--- src/rtl/sls_pkg.sv ---
// ----------------------------------------------------------------------------
// Sorted list store package
// Command and result word layouts, command and status codes, cell control.
// ----------------------------------------------------------------------------
package sls_pkg;

    localparam int VALUE_W  = 16;
    localparam int REPORT_W = 6;

    // Command codes carried in the command field.
    localparam logic [2:0] CMD_PUSH   = 3'd0;
    localparam logic [2:0] CMD_INSERT = 3'd1;
    localparam logic [2:0] CMD_POP    = 3'd2;
    localparam logic [2:0] CMD_REMOVE = 3'd3;
    localparam logic [2:0] CMD_CLEAR  = 3'd4;

    // Status codes returned with every result word.
    localparam logic [1:0] STATUS_DONE  = 2'd0;
    localparam logic [1:0] STATUS_FULL  = 2'd1;
    localparam logic [1:0] STATUS_EMPTY = 2'd2;

    typedef struct packed {
        logic [2:0]                command;
        logic signed [VALUE_W-1:0] value;
    } cmd_word_t;

    typedef struct packed {
        logic [1:0]                status;
        logic [REPORT_W-1:0]       entry_count;
        logic signed [VALUE_W-1:0] head_value;
        logic                      head_valid;
        logic [REPORT_W-1:0]       removed_count;
    } rsp_word_t;

    // Operation broadcast to every cell of the chain.
    typedef enum logic [2:0] {
        CELL_HOLD,
        CELL_PUSH,
        CELL_INSERT,
        CELL_POP,
        CELL_REMOVE,
        CELL_CLEAR
    } cell_op_t;

    typedef struct packed {
        cell_op_t                  op;
        logic signed [VALUE_W-1:0] operand;
    } cell_ctrl_t;

    typedef enum logic {
        ST_IDLE,
        ST_REMOVE
    } state_t;

endpackage

--- src/rtl/sls_cell.sv ---
// ----------------------------------------------------------------------------
// Sorted list store cell
// One position of the list: a value, its occupied flag, and neighbor moves.
// ----------------------------------------------------------------------------
module sls_cell (
    input  logic                             clk,
    input  logic                             rst_n,
    input  sls_pkg::cell_ctrl_t              ctrl,
    input  logic signed [sls_pkg::VALUE_W-1:0] left_value,
    input  logic                             left_valid,
    input  logic signed [sls_pkg::VALUE_W-1:0] right_value,
    input  logic                             right_valid,
    input  logic                             seen_in,
    output logic                             seen_out,
    output logic signed [sls_pkg::VALUE_W-1:0] value,
    output logic                             valid,
    output logic signed [sls_pkg::VALUE_W-1:0] value_next,
    output logic                             valid_next
);
    import sls_pkg::*;

    logic signed [VALUE_W-1:0] value_reg;
    logic                      valid_reg;
    logic                      hit;

    // A cell hits where an insert stops or where a remove finds a match.
    always_comb
    begin
        case (ctrl.op)
            CELL_INSERT: hit = !valid_reg || (ctrl.operand <= value_reg);
            CELL_REMOVE: hit = valid_reg && (ctrl.operand == value_reg);
            default:     hit = 1'b0;
        endcase
    end

    assign seen_out = seen_in || hit;

    always_comb
    begin
        value_next = value_reg;
        valid_next = valid_reg;
        case (ctrl.op)
            CELL_PUSH:
            begin
                value_next = left_value;
                valid_next = left_valid;
            end
            CELL_INSERT:
            begin
                if (seen_in)
                begin
                    value_next = left_value;
                    valid_next = left_valid;
                end
                else if (hit)
                begin
                    value_next = ctrl.operand;
                    valid_next = 1'b1;
                end
            end
            CELL_POP:
            begin
                value_next = right_value;
                valid_next = right_valid;
            end
            CELL_REMOVE:
            begin
                if (seen_out)
                begin
                    value_next = right_value;
                    valid_next = right_valid;
                end
            end
            CELL_CLEAR:
            begin
                valid_next = 1'b0;
            end
            default:
            begin
                value_next = value_reg;
                valid_next = valid_reg;
            end
        endcase
    end

    always_ff @(posedge clk or negedge rst_n)
    begin
        if (!rst_n)
            valid_reg <= 1'b0;
        else
            valid_reg <= valid_next;
    end

    always_ff @(posedge clk)
    begin
        value_reg <= value_next;
    end

    assign value = value_reg;
    assign valid = valid_reg;

endmodule

--- config.mk ---
export PLATFORM = sky130hd
export DESIGN_NAME = sls_cell
export DESIGN_NICKNAME = d
export VERILOG_FILES = /design/src/rtl/sls_pkg.sv /design/src/rtl/sls_cell.sv
export SDC_FILE = /design/constraint.sdc
export NUM_CORES = 1
export LEC_CHECK = 0
export BUFFER_PORTS_ARGS = -buffer_cell sky130_fd_sc_hd__buf_4
export CORE_MARGIN = 1.5
export CORE_UTILIZATION = 26
export CTS_CLUSTER_DIAMETER = 80
export CTS_CLUSTER_SIZE = 24
export DETAILED_ROUTE_END_ITERATION = 6
export PLACE_DENSITY = 0.47
export SLEW_MARGIN = 20
export SYNTH_ARGS = -nofsm -noshare
export SYNTH_HDL_FRONTEND = slang
export SYNTH_SLANG_ARGS = --single-unit
--- constraint.sdc ---
create_clock -name clk -period 6.04 [get_ports clk]
set_input_delay 1.208 -clock clk [delete_from_list [all_inputs] [get_ports clk]]
set_output_delay 1.208 -clock clk [all_outputs]
set_load 0.01 [all_outputs]
==> After elaboration in Yosys (flattened, before gate mapping) <==
Cells that the tools add are included.
{ "totals": {"n_memories": 0, "latch_bits": 0, "regBits": 17, "in_bits": 56, "word_cells": 22, "rom_bits": 0, "ramBits": 0, "out_inout_bits": 35} }
{ "op_classes": {"n_mul": 0, "bitwise": 0, "n_mux": 9, "order_cmp": 1, "shift": 0, "n_addsub": 0, "n_eq_ne": 6, "reduce_logical": 4, "n_div": 0} }
{ "ops": {"columns": ["op", "count"], "rows": [
  ["case mux 16 bit (4 select lines)", 1],
  ["2-to-1 mux 16 bit", 3],
  ["equality test 16 bit", 1],
  ["<= comparator 16 bit", 1],
  ["equality test 3 x 2 -> 1 bit (second input constant)", 2],
  ["equality test 3 bit (second input constant)", 2],
  ["case mux 1 bit (5 select lines)", 1],
  ["equality test 3 x 1 -> 1 bit (second input constant)", 1],
  ["2-to-1 mux 1 bit", 3],
  ["logical OR 1 bit", 2],
  ["case mux 1 bit (2 select lines)", 1],
  ["logical AND 1 bit", 1],
  ["logical NOT 1 bit", 1]
]} }

==> Depth between registers and ports, before layout <==
Gate-level depths: netlist of the first run.
{ "depth": {"word_depth": 6, "depth_mapped": 12, "depth_no_buf": 10} }

==> Worst setup path after synthesis of the first run <==
Ideal clock, no wire load.
{ "synth_path": {"path_kind": "in2out", "from": "in ctrl[7] (netlist bit)", "to": "out value_next[0] (netlist bit)", "required_ps": 4832, "arrival_ps": 3372, "stages": 11, "n_path_buf": 2, "setup_slack_ps": 1460, "path_cell_list": "ha_1 -> a21oi_1 -> o21ai_1 -> a311oi_1 -> and4_1 -> o21ai_2 -> a211oi_4 -> buf_6 -> buf_8 -> nor3_1 -> o32ai_1"} }
{ "synth_via": {"elab_chain_cells": 6, "word_cells_on_any_way": 10, "cone_classes": "order compare: 1; eq/ne: 1; mux: 5; reduce/logical: 3"} }
{ "synth_rtl": {"columns": ["element", "line_no", "rtl"], "rows": [
  ["start: declaration", "sls_cell.sv:8", "input sls_pkg::cell_ctrl_t ctrl,"],
  ["<= comparator 16 bit or equality test 16 bit (tied branches)", "sls_cell.sv:30, sls_cell.sv:31", null],
  ["logical OR 1 bit or logical AND 1 bit (tied branches)", "sls_cell.sv:30, sls_cell.sv:31", null],
  ["case mux 1 bit (2 select lines) *", "sls_cell.sv:29", "case (ctrl.op)"],
  ["2-to-1 mux 16 bit or logical OR 1 bit (tied branches)", "sls_cell.sv:55, sls_cell.sv:36", null],
  ["2-to-1 mux 16 bit, on equally long branches", "sls_cell.sv:50, sls_cell.sv:68", null],
  ["case mux 16 bit (4 select lines) *", "sls_cell.sv:42", "case (ctrl.op)"],
  ["end: declaration", "sls_cell.sv:17", "output logic signed [sls_pkg::VALUE_W-1:0] value_next,"]
]} }
Mark *: on every way between the ends. The rest lies on a longest branch, timed or not.

==> Final worst setup path of the first run <==
{ "layout_path": {"from": "in ctrl[7] (netlist bit)", "to": "out value_next[10] (netlist bit)"} }
The elaborated chain is that of the path after synthesis.

==> results of run 1 <==
[kinds of logic after synthesis]
logic type	count (synthesis)	synth area share
buffers and inverters	46	0.09461
AND/OR/NAND/NOR	96	0.2289
multiplexers	26	0.1190
flip-flops	17	0.1564
adder cells (fa/ha/maj)	17	0.09518
AO/OA/AOI/OAI	94	0.3059
[path summary, 6_finish.rpt]
check,depth (start not counted),from,end,slack [ns]
min in group clk,2,valid,valid,0.72
worst min register to register,2,valid,valid,0.72
worst min-delay path,1,rst_n,valid,0.69
worst max-delay path,12,ctrl[7],value_next[10],0.92
worst max register to register,10,value[9],value[10],3.01
max in group asynchronous,1,rst_n,valid,5.27
[final cells by class]
| type | instances | area (µm²) | share of cell area |
|---|---|---|---|
| repair buffers | 95 | 713.2 | 0.2404 |
| multi-input cells | 233 | 1657 | 0.5584 |
| clock buffers | 4 | 45.04 | 0.01518 |
| inverters | 20 | 75.07 | 0.02531 |
| well taps | 105 | 131.4 | 0.04429 |
| flip-flops and latches | 17 | 345.3 | 0.1164 |
[synth_stat cells, drive strengths merged, types with 2 or more instances]
| library cell | instances |
|---|---|
| a22oi | 6 |
| nor3b | 2 |
| o211ai | 10 |
| nor2b | 3 |
| mux2 | 2 |
| dfxtp | 16 |
| mux2i | 24 |
| nand4 | 16 |
| a31oi | 2 |
| ha | 16 |
| a211o | 2 |
| inv | 19 |
| nor3 | 3 |
| or3 | 15 |
| and4 | 4 |
| a32o | 15 |
| nand3 | 2 |
| nor2 | 33 |
| nand2b | 2 |
| buf | 12 |
| o21a | 15 |
| nand2 | 14 |
| o21ai | 21 |
| a21oi | 16 |
| clkbuf | 14 |
[power breakdown]
part	switching (W)	internal (W)
logic	0.000148	0.000145
clock network	0.0000547	0.0000472
registers	0.0000254	0.000132
total	0.000228	0.000325
[metal layers]
layer,vias to the layer above,GRT usage
met1,1184,0.2692
met5,-,0
met4,0,0.03109
li1,1252,-
met3,4,0.02871
met2,89,0.2890
[metrics by stage]
step | utilization | power [W] | instances | cell area [µm²] | hold slack [ns]
6_report | 0.3610 | 0.0005531 | 474 | 2967 | 0.6876
5_1_grt | 0.3610 | 0.0005990 | 474 | 2967 | 0.6807
4_1_cts | 0.3610 | 0.0005603 | 474 | 2967 | 0.6822
3_5_place_dp | 0.3556 | 0.0004543 | 470 | 2922 | 0.7156
3_3_place_gp | 0.3556 | 0.0004546 | 470 | 2922 | 0.7003
2_1_floorplan | - | 0.0003231 | 296 | 2208 | 0.7274
==> metrics.md, run 1 <==
| Metric | Value |
|---|---|
| Outcome | `completed` |
| Static Leak | `around 1.4 nW` |
| Wire length on met3 | `578 µm` |
| Slowest stage delay, CP | `0.54 ns` |
| VDD IR max | `0.00006486 V` |
| CTS Buf Count | `3` |
| Number of synthesized flops with an enable pin | `0` |
| Remaining DRCs | `0` |
| Critical Path Start Type | `primary input` |
| Worst-margin pin slew | `0.8304 ns` |
| WP buf/inv | `3` |
| Crit-path max FO | `9` |
| First-pass GRT wire length | `12920 µm` |
| Port bufs | `90` |
| Synth top area cells | `dfxtp_1 (15%), mux2i_1 (11%), ha_1 (9.1%)` |
| Average cell area after synthesis | `7.461 µm²` |
| Avg WL per Cell | `17.52 µm` |
| WS Path Type | `in2out` |
| Synthesized instance count | `296` |
| Commonest non-fill, non-tap cell in the layout | `buf_4` |
| Top_reg_cell synth | `dfxtp_1` |
| Syn. warnings | `0` |
| Worst EP required | `just under 5 ns` |
| Yosys top cell area share | `0.1450` |
| Most frequent cells in the layout | `buf_4 (95), nor2_1 (32), mux2i_1 (24), inv_1 (19), o21ai_0 (19)` |
| Post-place setup slack | `0.8973 ns` |
| H-tree Lvls | `1` |
| Worst Setup Slack, final | `0.9168 ns` |
| Hold crit path type | `in2async` |
| Placer Congestion | `between 0.7 and 0.8` |
| Final Hold Viols | `0` |
| Asr flop ratio synth | `0.05882` |
| CP arrival | `3.92 ns` |
| Yosys cell types | `46` |
| Vias per inst | `5.335` |
| Initial antenna violation count | `0` |
| Critical path cell sequence | `buf_4 > ha_1 > a21oi_1 > o21ai_1 > a311oi_1 > and4_1 > o21ai_2 > a21oi_2 > buf_4 > mux2i_1 > a32o_1 > buf_4` |
| Met1 wire length | `between 3000 and 4000 µm` |
| Clock sinks | `17` |
| DRT antenna net count | `0` |
| Mapped Area | `2208 µm²` |
| Sequential-to-total area share from yosys stat | `0.1564` |
| Die W | `95.16 µm` |
| Synthesis-stage register bit count | `17` |
| Total global routing overflow | `0` |
| Iteration count of the initial detailed-routing pass | `4` |
| Setup TNS | `0 ns` |
| CTS max path bufs | `2` |
| Rows | `33` |
| Met2 WL post-DR | `about 3900 µm` |
| Final Max Tran Viols | `0` |
| Detailed Place HPWL | `5765 µm` |
| Worst skew pair latency | `0.27 ns` |
| Nets | `442` |
| PD cells | `186.4 nW/µm²` |
| CTS resizes | `0` |
| Total Wirelength | `just over 8000 µm` |
| Die Height | `~95 µm` |
| Postcts setup bufs | `0` |
| Initial Util | `0.2688` |
| Die footprint | `9055 µm²` |
| Final Cycle Share | `0.8482` |
| Highest routed layer | `met4` |
| Worst-case clock skew | `0.009015 ns` |
| Max_cap viols | `0` |
| DR iter-0 viols | `151` |
| Synthesized Nets | `roughly 370` |
| Min Tclk post-route | `slightly above 5 ns` |
| Vias | `2529` |
| # diodes | `0` |
| Post-CTS Hold Fix Bufs | `0` |
| Crit. End Element | `primary output` |
| Unrepaired setup endpoints after global routing | `false` |
| Placeable Area | `8217 µm²` |
| Most used cell, CP | `buf_4` |
| Peak Freq | `approximately 200 MHz` |
| Crit-path slowest cell | `a21oi_2` |
| Largest register FFs | `16` |
| Global Route Usage Sum | `0.1853` |
| Fillers | `874` |
| Area leader, netlist | `dfxtp_1` |
| Slew HR | `0.4458` |
| Area grow syn2layout | `34.33%` |
| Worst-path clk slew | `0.09 ns` |
| Vias in the first global route | `2484` |
| I/O Pins | `91` |
| CTS tree | `yes` |
| Setup violators final | `0` |
| Fraction of layout cells with a size suffix above 1 | `0.2900` |
| Largest net degree at the start of global routing | `46` |
| Worst path top cell family by delay | `compound AO/OA/AOI/OAI gates` |
| Root Driver | `clkbuf_8` |
Power figures use the tool's default switching activity.
==> inputs of run 2 (changes only) <==
clock period = 5.4 ns   (was 6.04 ns; I/O delays follow)
==> metrics.md, run 2 (synthesized netlist as in run 1, its figures left out) <==
| Metric | Value |
|---|---|
| DR iter-0 viols | `102` |
| Area grow syn2layout | `35.01%` |
| First-pass GRT wire length | `~13000 µm` |
| Static Leak | `1.364 nW` |
| Placed Area | `2937 µm²` |
| Die Height | `95.16 µm` |
| Outcome | `completed` |
| Final Cycle Share | `0.9016` |
| CTS Buf Count | `3` |
| Setup TNS | `0 ns` |
| Critical Path Start Type | `primary input` |
| DRT antenna net count | `0` |
| Worst-case clock skew | `0.005119 ns` |
| Post-CTS Hold Fix Bufs | `0` |
| Die W | `95.16 µm` |
| Fillers | `892` |
| Placer Congestion | `0.8004` |
| Vias | `2513` |
| Util after Layout | `0.3629` |
| Peak Freq | `between 200 and 250 MHz` |
| Total Wirelength | `8257 µm` |
| Worst skew pair latency | `0.27 ns` |
| Clock sinks | `17` |
| FF-to-FF Start | `value[9]` |
| Root Driver | `clkbuf_8` |
| Min Tclk post-route | `4.869 ns` |
| Total power after layout | `around 0.00062 W` |
| Vias in the first global route | `between 2000 and 2500` |
| R2R Setup Slk | `2.33 ns` |
| Vias per inst | `5.279` |
| Max_cap viols | `0` |
| Worst EP required | `4.32 ns` |
| Iteration count of the initial detailed-routing pass | `4` |
| Commonest non-fill, non-tap cell in the layout | `buf_4` |
| VDD IR max | `between 0.00008 and 0.00009 V` |
| CP arrival | `~3.8 ns` |
| Placeable Area | `8217 µm²` |
| WS Path Type | `in2out` |
| Initial antenna violation count | `0` |
| Crit. End Element | `primary output` |
| PD cells | `slightly above 200 nW/µm²` |
| Initial Util | `0.2688` |
| Avg WL per Cell | `between 15 and 20 µm` |
| Fraction of layout cells with a size suffix above 1 | `0.2938` |
| Die footprint | `approximately 9100 µm²` |
| CTS resizes | `0` |
| Remaining DRCs | `0` |
| Detailed Place HPWL | `5930 µm` |
| Largest net degree at the start of global routing | `46` |
| Worst-path clk slew | `~0.090 ns` |
| Unrepaired setup endpoints after global routing | `false` |
| Global Route Usage Sum | `0.1787` |
| RR Endpoint | `value[0]` |
| Postcts setup bufs | `0` |
| Total global routing overflow | `0` |
| Most frequent cells in the layout | `buf_4 (97), nor2_1 (32), mux2i_1 (24), inv_1 (19), o21ai_0 (19)` |
| Final Hold Viols | `0` |
| Nets | `444` |
| Setup violators final | `0` |
| # diodes | `0` |
| Final Max Tran Viols | `0` |
| H-tree Lvls | `1` |
| Fin area | `2982 µm²` |
| CTS tree | `yes` |
| Largest register FFs | `16` |
| R2R cell count | `10` |
| Port bufs | `90` |
| Hold crit path type | `in2async` |
| Crit-path max FO | `13` |
| Rows | `33` |
| Worst-margin pin slew | `0.7036 ns` |
| CTS max path bufs | `2` |
| I/O Pins | `91` |
| Slew HR | `0.5298` |
[run 2: worst max-delay path, stage by stage]
cell and delay [ns]:
buf_4 0.11, ha_1 0.29, a21oi_1 0.15, o21ai_1 0.08, a311oi_1 0.31, and4_1 0.25
o21ai_2 0.08, a211oi_4 0.47, buf_4 0.27, nor3_1 0.06, o32ai_1 0.42, buf_4 0.19
[run 2: power breakdown]
part | switching (W) | leakage, nW | internal, W
registers | 0.0000290 | 0.147 | 0.000148
logic | 0.000167 | 1.19 | 0.000163
clock network | 0.0000578 | 0.0228 | 0.0000528
[run 2: cell type report]
type / count / area [µm²] / share of cell area
tap: 105 / 131.4 / 0.04406
timing repair buffer: 97 / 728.2 / 0.2442
sequential: 17 / 345.3 / 0.1158
clock buffer: 4 / 45.04 / 0.01511
multi-input combinational: 233 / 1657 / 0.5556
inverter: 20 / 75.07 / 0.02518
[run 2: stage by stage]
stage / instances / hold slack [ns] / worst slack (ns)
after floorplan: 296 / 0.7274 / 1.076
after global placement: 472 / 0.7016 / 0.6313
after detailed placement: 472 / 0.7233 / 0.5402
after CTS: 476 / 0.5539 / 0.5415
after global routing: 476 / 0.5593 / 0.2846
final: 476 / 0.5659 / 0.5313
[run 2: worst max path at each step]
stage / startpoint / endpoint / slack, ns / cells after the start
2_1_floorplan: ctrl[7] / value_next[0] / 1.08 / 11
3_3_place_gp: ctrl[7] / value_next[0] / 0.63 / 12
3_5_place_dp: ctrl[7] / value_next[0] / 0.54 / 12
4_1_cts: ctrl[7] / value_next[0] / 0.54 / 12
5_1_grt: ctrl[7] / value_next[0] / 0.28 / 12
6_report: ctrl[7] / value_next[0] / 0.53 / 12
[run 2: per-layer routing]
| metal | part of all wire | vias to the layer above | global-route usage |
|---|---|---|---|
| met4 | 0.0058 | 0 | 0.03856 |
| met3 | 0.057 | 4 | 0.02472 |
| met2 | 0.45 | 75 | 0.2872 |
| met5 | 0 | - | 0 |
| li1 | - | 1254 | - |
| met1 | 0.48 | 1180 | 0.2511 |
==> inputs of run 3 (changes only) <==
ABC_AREA = 1   (was not set)
==> metrics.md, run 3 <==
| Metric | Value |
|---|---|
| Fillers | `roughly 900` |
| Initial Util | `0.2738` |
| Worst-case clock skew | `0.001813 ns` |
| Asr flop ratio synth | `0.05882` |
| Mapped Area | `2148 µm²` |
| Synthesis-stage register bit count | `17` |
| R2R Setup Slk | `2.77 ns` |
| Setup TNS | `0 ns` |
| CP arrival | `3.38 ns` |
| Slew HR | `0.5297` |
| Fraction of layout cells with a size suffix above 1 | `0.2420` |
| Average cell area after synthesis | `5.523 µm²` |
| Vias | `2638` |
| Post-place setup slack | `about 0.95 ns` |
| First-pass GRT wire length | `12310 µm` |
| Remaining DRCs | `0` |
| Placeable Area | `roughly 8000 µm²` |
| Commonest non-fill, non-tap cell in the layout | `nand2_1` |
| Detailed Place HPWL | `5701 µm` |
| WS Path Type | `in2out` |
| Vias in the first global route | `2473` |
| Global Route Usage Sum | `0.1786` |
| Die Height | `~94 µm` |
| Static Leak | `around 1.7 nW` |
| Yosys top cell area share | `0.1712` |
| Port bufs | `90` |
| Total global routing overflow | `0` |
| Area leader, netlist | `nand2_1` |
| Synthesized instance count | `389` |
| Worst EP required | `4.32 ns` |
| Top_reg_cell synth | `dfxtp_1` |
| CTS tree | `yes` |
| Largest net degree at the start of global routing | `34` |
| Most frequent cells in the layout | `nand2_1 (98), buf_4 (93), inv_1 (73), nor2_1 (53), a21oi_1 (39)` |
| Clock sinks | `17` |
| Number of synthesized flops with an enable pin | `0` |
| Dpl cells | `569` |
| Vias per inst | `4.604` |
| Min Tclk post-route | `4.457 ns` |
| Total Wirelength | `7840 µm` |
| FF-to-FF Start | `value[15]` |
| RR Endpoint | `value[7]` |
| Worst Setup Slack, final | `0.9426 ns` |
| Final Max Tran Viols | `0` |
| Storage element area | `approximately 350 µm²` |
| Post-CTS Hold Fix Bufs | `0` |
| Outcome | `completed` |
| Worst skew pair latency | `0.27 ns` |
| Largest register FFs | `16` |
| Avg WL per Cell | `between 10 and 15 µm` |
| Postcts setup bufs | `0` |
| R2R cell count | `14` |
| Worst Setup SP | `ctrl[15]` |
| Syn. warnings | `0` |
| Area grow syn2layout | `37.27%` |
| Root Driver | `clkbuf_8` |
| H-tree Lvls | `1` |
| # diodes | `0` |
| Worst-margin pin slew | `0.7038 ns` |
| Nets | `around 540` |
| CTS max path bufs | `2` |
| CTS Buf Count | `3` |
| DR iter-0 viols | `roughly 130` |
| Max_cap viols | `0` |
| Initial antenna violation count | `0` |
| Fin area | `2949 µm²` |
| Yosys cell types | `28` |
| Setup violators final | `0` |
| Unrepaired setup endpoints after global routing | `false` |
| Count leader, synth | `nand2_1` |
| Die W | `93.90 µm` |
| Rows | `32` |
| CTS resizes | `0` |
| VDD IR max | `0.00008830 V` |
| I/O Pins | `91` |
| Crit. End Element | `primary output` |
| Peak Freq | `224.3 MHz` |
| Util after Layout | `0.3758` |
| Synthesized Nets | `461` |
| Critical Path Start Type | `primary input` |
| Final Cycle Share | `0.8254` |
| Placer Congestion | `~0.80` |
| Most frequent cells after synthesis | `nand2_1 (98), inv_1 (73), nor2_1 (53)` |
| Die footprint | `8817 µm²` |
| Hold crit path type | `in2async` |
| Placed Area | `2904 µm²` |
| PD cells | `212.4 nW/µm²` |
| Iteration count of the initial detailed-routing pass | `4` |
| Non-filler cells in the finished layout | `573` |
| DRT antenna net count | `0` |
| Worst-path clk slew | `0.09 ns` |
| Crit-path max FO | `19` |
| Area of the multi-input gates | `1451 µm²` |
| Final Hold Viols | `0` |
| Sequential-to-total area share from yosys stat | `0.1607` |
| Synth top area cells | `nand2_1 (17%), dfxtp_1 (15%), inv_1 (13%)` |
[run 3: stage by stage]
step | power [W] | hold slack, ns
floorplan | 0.0003619 | 0.6349
global placement | 0.0005191 | 0.5566
detailed placement | 0.0005199 | 0.5533
CTS | 0.0006392 | 0.5553
global route | 0.0006785 | 0.5607
finish | 0.0006264 | 0.5645
[run 3: report_power, final]
group | leakage, nW | total, W | internal [W] | switching [W]
clock | 0.0228 | 0.000113 | 0.0000528 | 0.0000598
sequential | 0.147 | 0.000180 | 0.000150 | 0.0000302
combinational | 1.56 | 0.000333 | 0.000155 | 0.000179
[run 3: final cells by class]
cell class | count | area share
flip-flops and latches | 17 | 0.1171
repair buffers | 93 | 0.2367
multi-input cells | 282 | 0.4922
inverters | 75 | 0.09546
clock buffers | 4 | 0.01527
well taps | 102 | 0.04328
[run 3: worst max-delay path: stages]
cell,delay (ns)
buf_4,0.12
ha_1,0.31
a21oi_1,0.14
o21ai_0,0.10
a21oi_1,0.18
nand2_1,0.08
nand2_1,0.08
nand3_2,0.09
nand2_4,0.23
nand3_4,0.32
nand2_1,0.16
nand2_1,0.06
a21oi_1,0.13
nand3_1,0.12
buf_4,0.16
[run 3: how the worst max path moves through the flow]
stage	endpoint	slack (ns)	cells after the start
finish	value_next[7]	0.94	15
global route	value_next[7]	0.73	15
CTS	value_next[7]	0.94	15
detailed placement	value_next[7]	0.95	15
global placement	value_next[7]	1.04	15
floorplan	value_next[12]	1.61	15
[run 3: per-layer routing]
metal | wire [µm] | track usage | up-vias
li1 | - | - | 1382
met1 | 3665 | 0.2357 | 1158
met2 | 3545 | 0.3050 | 94
met3 | 581 | 0.03479 | 4
met4 | 48 | 0.02736 | 0
met5 | 0 | 0 | -
[run 3: kinds of logic (layout without fill, tap and decap cells)]
logic type | count (synthesis) | in the layout | share of synthesized area
compound gates | 44 | 44 | 0.1054
buf+inv | 90 | 172 | 0.1637
fa+ha+maj | 16 | 16 | 0.09318
flops | 17 | 17 | 0.1607
simple gates | 222 | 222 | 0.4770
